### src/pce_pkg.sv
// Package: shared types, constants and the CORDIC angle table for pose composition.
package pce_pkg;

	localparam int FRAC_BITS_DEF  = 16;
	localparam int TRIG_ITER_DEF  = 16;
	localparam int ATAN_COUNT     = 24;
	localparam int CORDIC_FRAC    = 30;
	localparam int CW             = 34;
	localparam logic signed [CW-1:0] CORDIC_GAIN = 34'sd652032874;

	typedef struct packed {
		logic signed [31:0] base_x;
		logic signed [31:0] base_y;
		logic signed [31:0] base_z;
		logic signed [15:0] base_roll;
		logic signed [15:0] base_pitch;
		logic signed [15:0] base_yaw;
		logic signed [31:0] offset_x;
		logic signed [31:0] offset_y;
		logic signed [31:0] offset_z;
		logic signed [15:0] offset_roll;
		logic signed [15:0] offset_pitch;
		logic signed [15:0] offset_yaw;
	} pce_in_t;

	typedef struct packed {
		logic signed [31:0] out_x;
		logic signed [31:0] out_y;
		logic signed [31:0] out_z;
		logic signed [15:0] out_roll;
		logic signed [15:0] out_pitch;
		logic signed [15:0] out_yaw;
	} pce_out_t;

	function automatic logic signed [CW-1:0] atan_turn(input int i);
		logic [31:0] v;
		case (i)
			0: v = 32'h20000000;  1: v = 32'h12E4051E;  2: v = 32'h09FB385B;
			3: v = 32'h051111D4;  4: v = 32'h028B0D43;  5: v = 32'h0145D7E1;
			6: v = 32'h00A2F61E;  7: v = 32'h00517C55;  8: v = 32'h0028BE53;
			9: v = 32'h00145F2F;  10: v = 32'h000A2F98; 11: v = 32'h000517CC;
			12: v = 32'h00028BE6; 13: v = 32'h000145F3; 14: v = 32'h0000A2FA;
			15: v = 32'h0000517D; 16: v = 32'h000028BE; 17: v = 32'h0000145F;
			18: v = 32'h00000A30; 19: v = 32'h00000518; 20: v = 32'h0000028C;
			21: v = 32'h00000146; 22: v = 32'h000000A3; default: v = 32'h00000051;
		endcase
		return $signed({2'b00, v});
	endfunction

endpackage

### src/pce_sincos.sv
// Pipelined CORDIC sine/cosine, one step per stage, with quadrant fold and rounding.
module pce_sincos import pce_pkg::*; #(
	parameter int FRAC_BITS = FRAC_BITS_DEF,
	parameter int TRIG_ITER = TRIG_ITER_DEF
) (
	input  logic                        clk,
	input  logic                        en,
	input  logic [15:0]                 angle,
	output logic signed [FRAC_BITS+1:0] sin_o,
	output logic signed [FRAC_BITS+1:0] cos_o
);
	localparam int N   = (TRIG_ITER < ATAN_COUNT) ? TRIG_ITER : ATAN_COUNT;
	localparam int SH  = CORDIC_FRAC - FRAC_BITS;
	localparam int OW  = FRAC_BITS + 2;

	logic signed [CW-1:0] x_s [N+1];
	logic signed [CW-1:0] y_s [N+1];
	logic signed [CW-1:0] z_s [N+1];
	logic [1:0]           q_s [N+1];

	logic [31:0] a32;
	logic [31:0] aq;
	logic [1:0]  q0;
	logic [31:0] zr;

	always_comb begin
		a32 = {angle, 16'h0000};
		aq  = a32 + 32'h20000000;
		q0  = aq[31:30];
		zr  = a32 - {q0, 30'd0};
	end

	always_ff @(posedge clk) begin
		if (en) begin
			x_s[0] <= CORDIC_GAIN;
			y_s[0] <= '0;
			z_s[0] <= CW'($signed(zr));
			q_s[0] <= q0;
		end
	end

	for (genvar i = 0; i < N; i++) begin : g_step
		always_ff @(posedge clk) begin
			if (en) begin
				q_s[i+1] <= q_s[i];
				if (!z_s[i][CW-1]) begin
					x_s[i+1] <= x_s[i] - (y_s[i] >>> i);
					y_s[i+1] <= y_s[i] + (x_s[i] >>> i);
					z_s[i+1] <= z_s[i] - atan_turn(i);
				end else begin
					x_s[i+1] <= x_s[i] + (y_s[i] >>> i);
					y_s[i+1] <= y_s[i] - (x_s[i] >>> i);
					z_s[i+1] <= z_s[i] + atan_turn(i);
				end
			end
		end
	end

	logic signed [CW-1:0] xr, yr;
	logic signed [OW-1:0] cs, sn;

	always_comb begin
		xr = (x_s[N] + (CW'(1) <<< (SH - 1))) >>> SH;
		yr = (y_s[N] + (CW'(1) <<< (SH - 1))) >>> SH;
		cs = OW'(xr);
		sn = OW'(yr);
	end

	always_ff @(posedge clk) begin
		if (en) begin
			case (q_s[N])
				2'd0: begin cos_o <= cs;  sin_o <= sn;  end
				2'd1: begin cos_o <= -sn; sin_o <= cs;  end
				2'd2: begin cos_o <= -cs; sin_o <= -sn; end
				default: begin cos_o <= sn; sin_o <= -cs; end
			endcase
		end
	end
endmodule

### config.mk
export PLATFORM = sky130hd
export DESIGN_NAME = pce_sincos
export DESIGN_NICKNAME = d
export VERILOG_FILES = /design/src/pce_pkg.sv /design/src/pce_sincos.sv
export SDC_FILE = /design/constraint.sdc
export NUM_CORES = 2
export LEC_CHECK = 0
export ABC_CLOCK_PERIOD_IN_PS = 6700
export BUFFER_PORTS_ARGS = -buffer_cell sky130_fd_sc_hd__buf_4
export CAP_MARGIN = 40
export CORE_ASPECT_RATIO = 0.75
export CORE_UTILIZATION = 45
export DETAILED_ROUTE_END_ITERATION = 6
export GPL_TIMING_DRIVEN = 1
export HOLD_SLACK_MARGIN = 0.12
export PLACE_DENSITY_LB_ADDON = 0.15
export RECOVER_POWER = 50
export SYNTH_ARGS = -nofsm -noshare
export SYNTH_HDL_FRONTEND = slang
export SYNTH_SLANG_ARGS = --single-unit
### constraint.sdc
create_clock -name clk -period 6.7 [get_ports clk]
set_input_delay 1.34 -clock clk [delete_from_list [all_inputs] [get_ports clk]]
set_output_delay 1.34 -clock clk [all_outputs]
set_load 0.01 [all_outputs]
==> metrics.cfg <==
[drt]
viasPerCell = 5.88
via_count = 98800
firstDrtPassIters = 6
route.detailed.drc = 0
drtIter0Drc = 8819
antenna_left = 0
wl_per_cell_um = 20.3
drt-total-wl_um = 341000

[cts]
cts_inserted_buffers = 179
cts_tree = yes
clkLatencyLatePin_ps = 860
ctsHoldBuffers = 0
post_cts_resized = 0
clockRootBuffer = clkbuf_16
cts.sinks = 1485
clk_pin_slew_worst_paths_ps = 60
cts_buffer_depth = 4
htreeDepth = 4
cts_setup_buffers = 0

[timing]
setup_ws_ps = 563
drv_slew = 1068
finalSetupViolCount = 0
clock.fmax_mhz = 163
finClkSkew_ps = 63.8
final.setup.tns_ps = 0
worst_slew_pin_slew_ps = 4100
period_share_pct = 91.6
whs_ps = 416
max_slew_margin_pct = -174
finalHoldViolCount = 0
timing.final.crit_period_ps = 6140
rsz0062_at_grt = false

[setup_path]
worst_setup_path_start_kind = input port
end_kind = flop
critical_path_class = input port to flop
cp.arrival_ps = 6740
required_ps = 7300
cp_max_fo = 37

[logic_synthesis]
yosys.area_share.simple_pct = 13.2
yosys.area.top_type = edfxtp_1
synth.area.mux_share_pct = 1.20
synth-async-reset-ratio_pct = 0
yosys-top-cells-count = 1,485 x edfxtp_1, 1,377 x ha_1, 1,320 x a21oi_1
synth_area_per_cell_um2 = 9.62
yosys.area_share.adder_pct = 14.6
ys_types = 97
synth-xor-area-share_pct = 13.0
synth_top_family_by_area = compound AO/OA/AOI/OAI gates
synth_top_area_share_pct = 36.0
yosysMostFrequentCell = edfxtp_1
syn_nets = 14300
synth_cells = 12900
ys_warn_count = 0
yosysSeqAreaShare_pct = 36.0
ys_top_cells_by_area = edfxtp_1 36%, ha_1 14%, xnor2_1 8.5%
synth_edf_count = 1485
synth_compound_gate_area_share_pct = 19.7
ys_seq_elements = 1485
syn-cell-area_um2 = 124000
synth_flop_cell = edfxtp_1

[grt]
grt_pass1_wl_um = 533000
grt.total_usage_pct = 23.9
grt_pass1_vias = 93200
antenna_found_initial = 8
grt_start_max_net_pins = 148
overflow = 0

[layout]
layout-drive-gt1-share_pct = 4.52
seq_area_um2 = 44600
multi_input_area_um2 = 76300
area_delta_synth_final_pct = 9.08
fin_cells = 16800
layout.nets = 14500
nFillCells = 25000

[outcome]
outcome = complete, but fails checks
violations = max-capacitance violations, max-slew violations

[floorplanning]
die_y_um = 456
die_area_um2 = 277000
rows = 166
io_pins = 54
die_w_um = 607
coreArea_um2 = 273000
start_util_pct = 45.3

[placement]
gp_congestion = 0.957
place_inst = 16500
port_buffers = 53
dp_hpwl_um = 272000
pre_cts_ws_ps = 172

[min_path]
hold_path.class = flop to flop

[run]
maxCapViolations = 18

[layout by cell type (no fill, tap or decap), types with 38 or more instances in the layout]
cell       Yosys  final
a211oi_1     119    119
a21boi_0      55     56
a21o_1       577    577
a21oi_1     1320   1320
a31o_2        38     38
a31oi_1      127    127
and2_1        86     85
and3_1       104    104
buf_4          0    124
clkbuf_1     175    108
clkbuf_16      0    182
clkinv_1       2     42
edfxtp_1    1485   1485
fa_1          40     40
ha_1        1377   1377
inv_1        527    530
mux2_2        42     42
mux2i_1       76     76
nand2_1      746    746
nand2b_1     192    192
nand3_1      243    243
nand4_1      100    100
nor2_1      1042   1042
nor2b_1      168    168
nor3_1       331    331
nor4_1        78     78
o211ai_1      51     51
o21a_1       195    195
o21ai_0      674    674
o21bai_1     154    154
o31ai_1      134    134
o41ai_1       52     52
or2_2         55     55
or3_1         83     83
or4_1         41     41
xnor2_1     1204   1204
xor2_1       628    628
[layout make-up]
class	instances	share of cell area, %
clock inverter	111	0.956
tap	3612	3.35
timing repair buffer	241	1.20
clock buffer	203	3.43
antenna	1	0.00185
sequential	1485	33.0
multi-input combinational	10600	56.5
inverter	535	1.49
[critical path, cell delays in order]
cell and delay, ps:
buf_16 160, nand2_1 160, clkbuf_1 800, inv_1 490, clkbuf_1 480, ha_1 500, a21boi_0 410, o2bb2ai_1 210
o31a_1 420, or3_1 440, a211oi_1 380, o21ai_0 240, o2111ai_1 230, a21oi_1 190, xnor2_1 170
[metal layers]
| layer | up-vias | global-route usage, % | routed length (um) |
|---|---|---|---|
| met1 | 47400 | 37.6 | 175000 |
| li1 | 48200 | - | - |
| met4 | 4 | 4.50 | 6000 |
| met5 | - | 0 | 33 |
| met2 | 2820 | 34.5 | 137000 |
| met3 | 390 | 3.39 | 22500 |
[flip-flops by register name, indices dropped and copies added, names as in the netlist]
name	count
y_s	496
x_s	469
z_s	450
q_s	34
cos_o	18
sin_o	18
[cell families (layout without fill, tap and decap cells)]
family                   Yosys count  in the layout
adder cells (fa/ha/maj)         1417           1417
multiplexers                     129            129
AO/OA/AOI/OAI                   3849           3849
buffers and inverters            754           1090
flip-flops                      1485           1485
AND/OR/NAND/NOR                 3392           3392
XOR/XNOR                        1833           1833
other                              0              1
[through the flow]
stage / area [um^2] / utilization, %
after floorplan: 124000 / -
after global placement: 129000 / 47.4
after detailed placement: 129000 / 47.4
after CTS: 135000 / 49.6
after global routing: 135000 / 49.4
final: 135000 / 49.4
[path summary, 6_finish.rpt]
path,startpoint,end,slack [ps],cells past startpoint
worst max-delay path,en,z_s[13][33],560,15
worst max register to register,z_s[12][33],z_s[13][33],820,14
worst min-delay path,z_s[0][24],z_s[1][24],420,0
worst min register to register,z_s[0][24],z_s[1][24],420,0
Power is left out: the tool's default activity adds up to more than one toggle a clock period on the data nets, which glitch-free logic cannot reach.
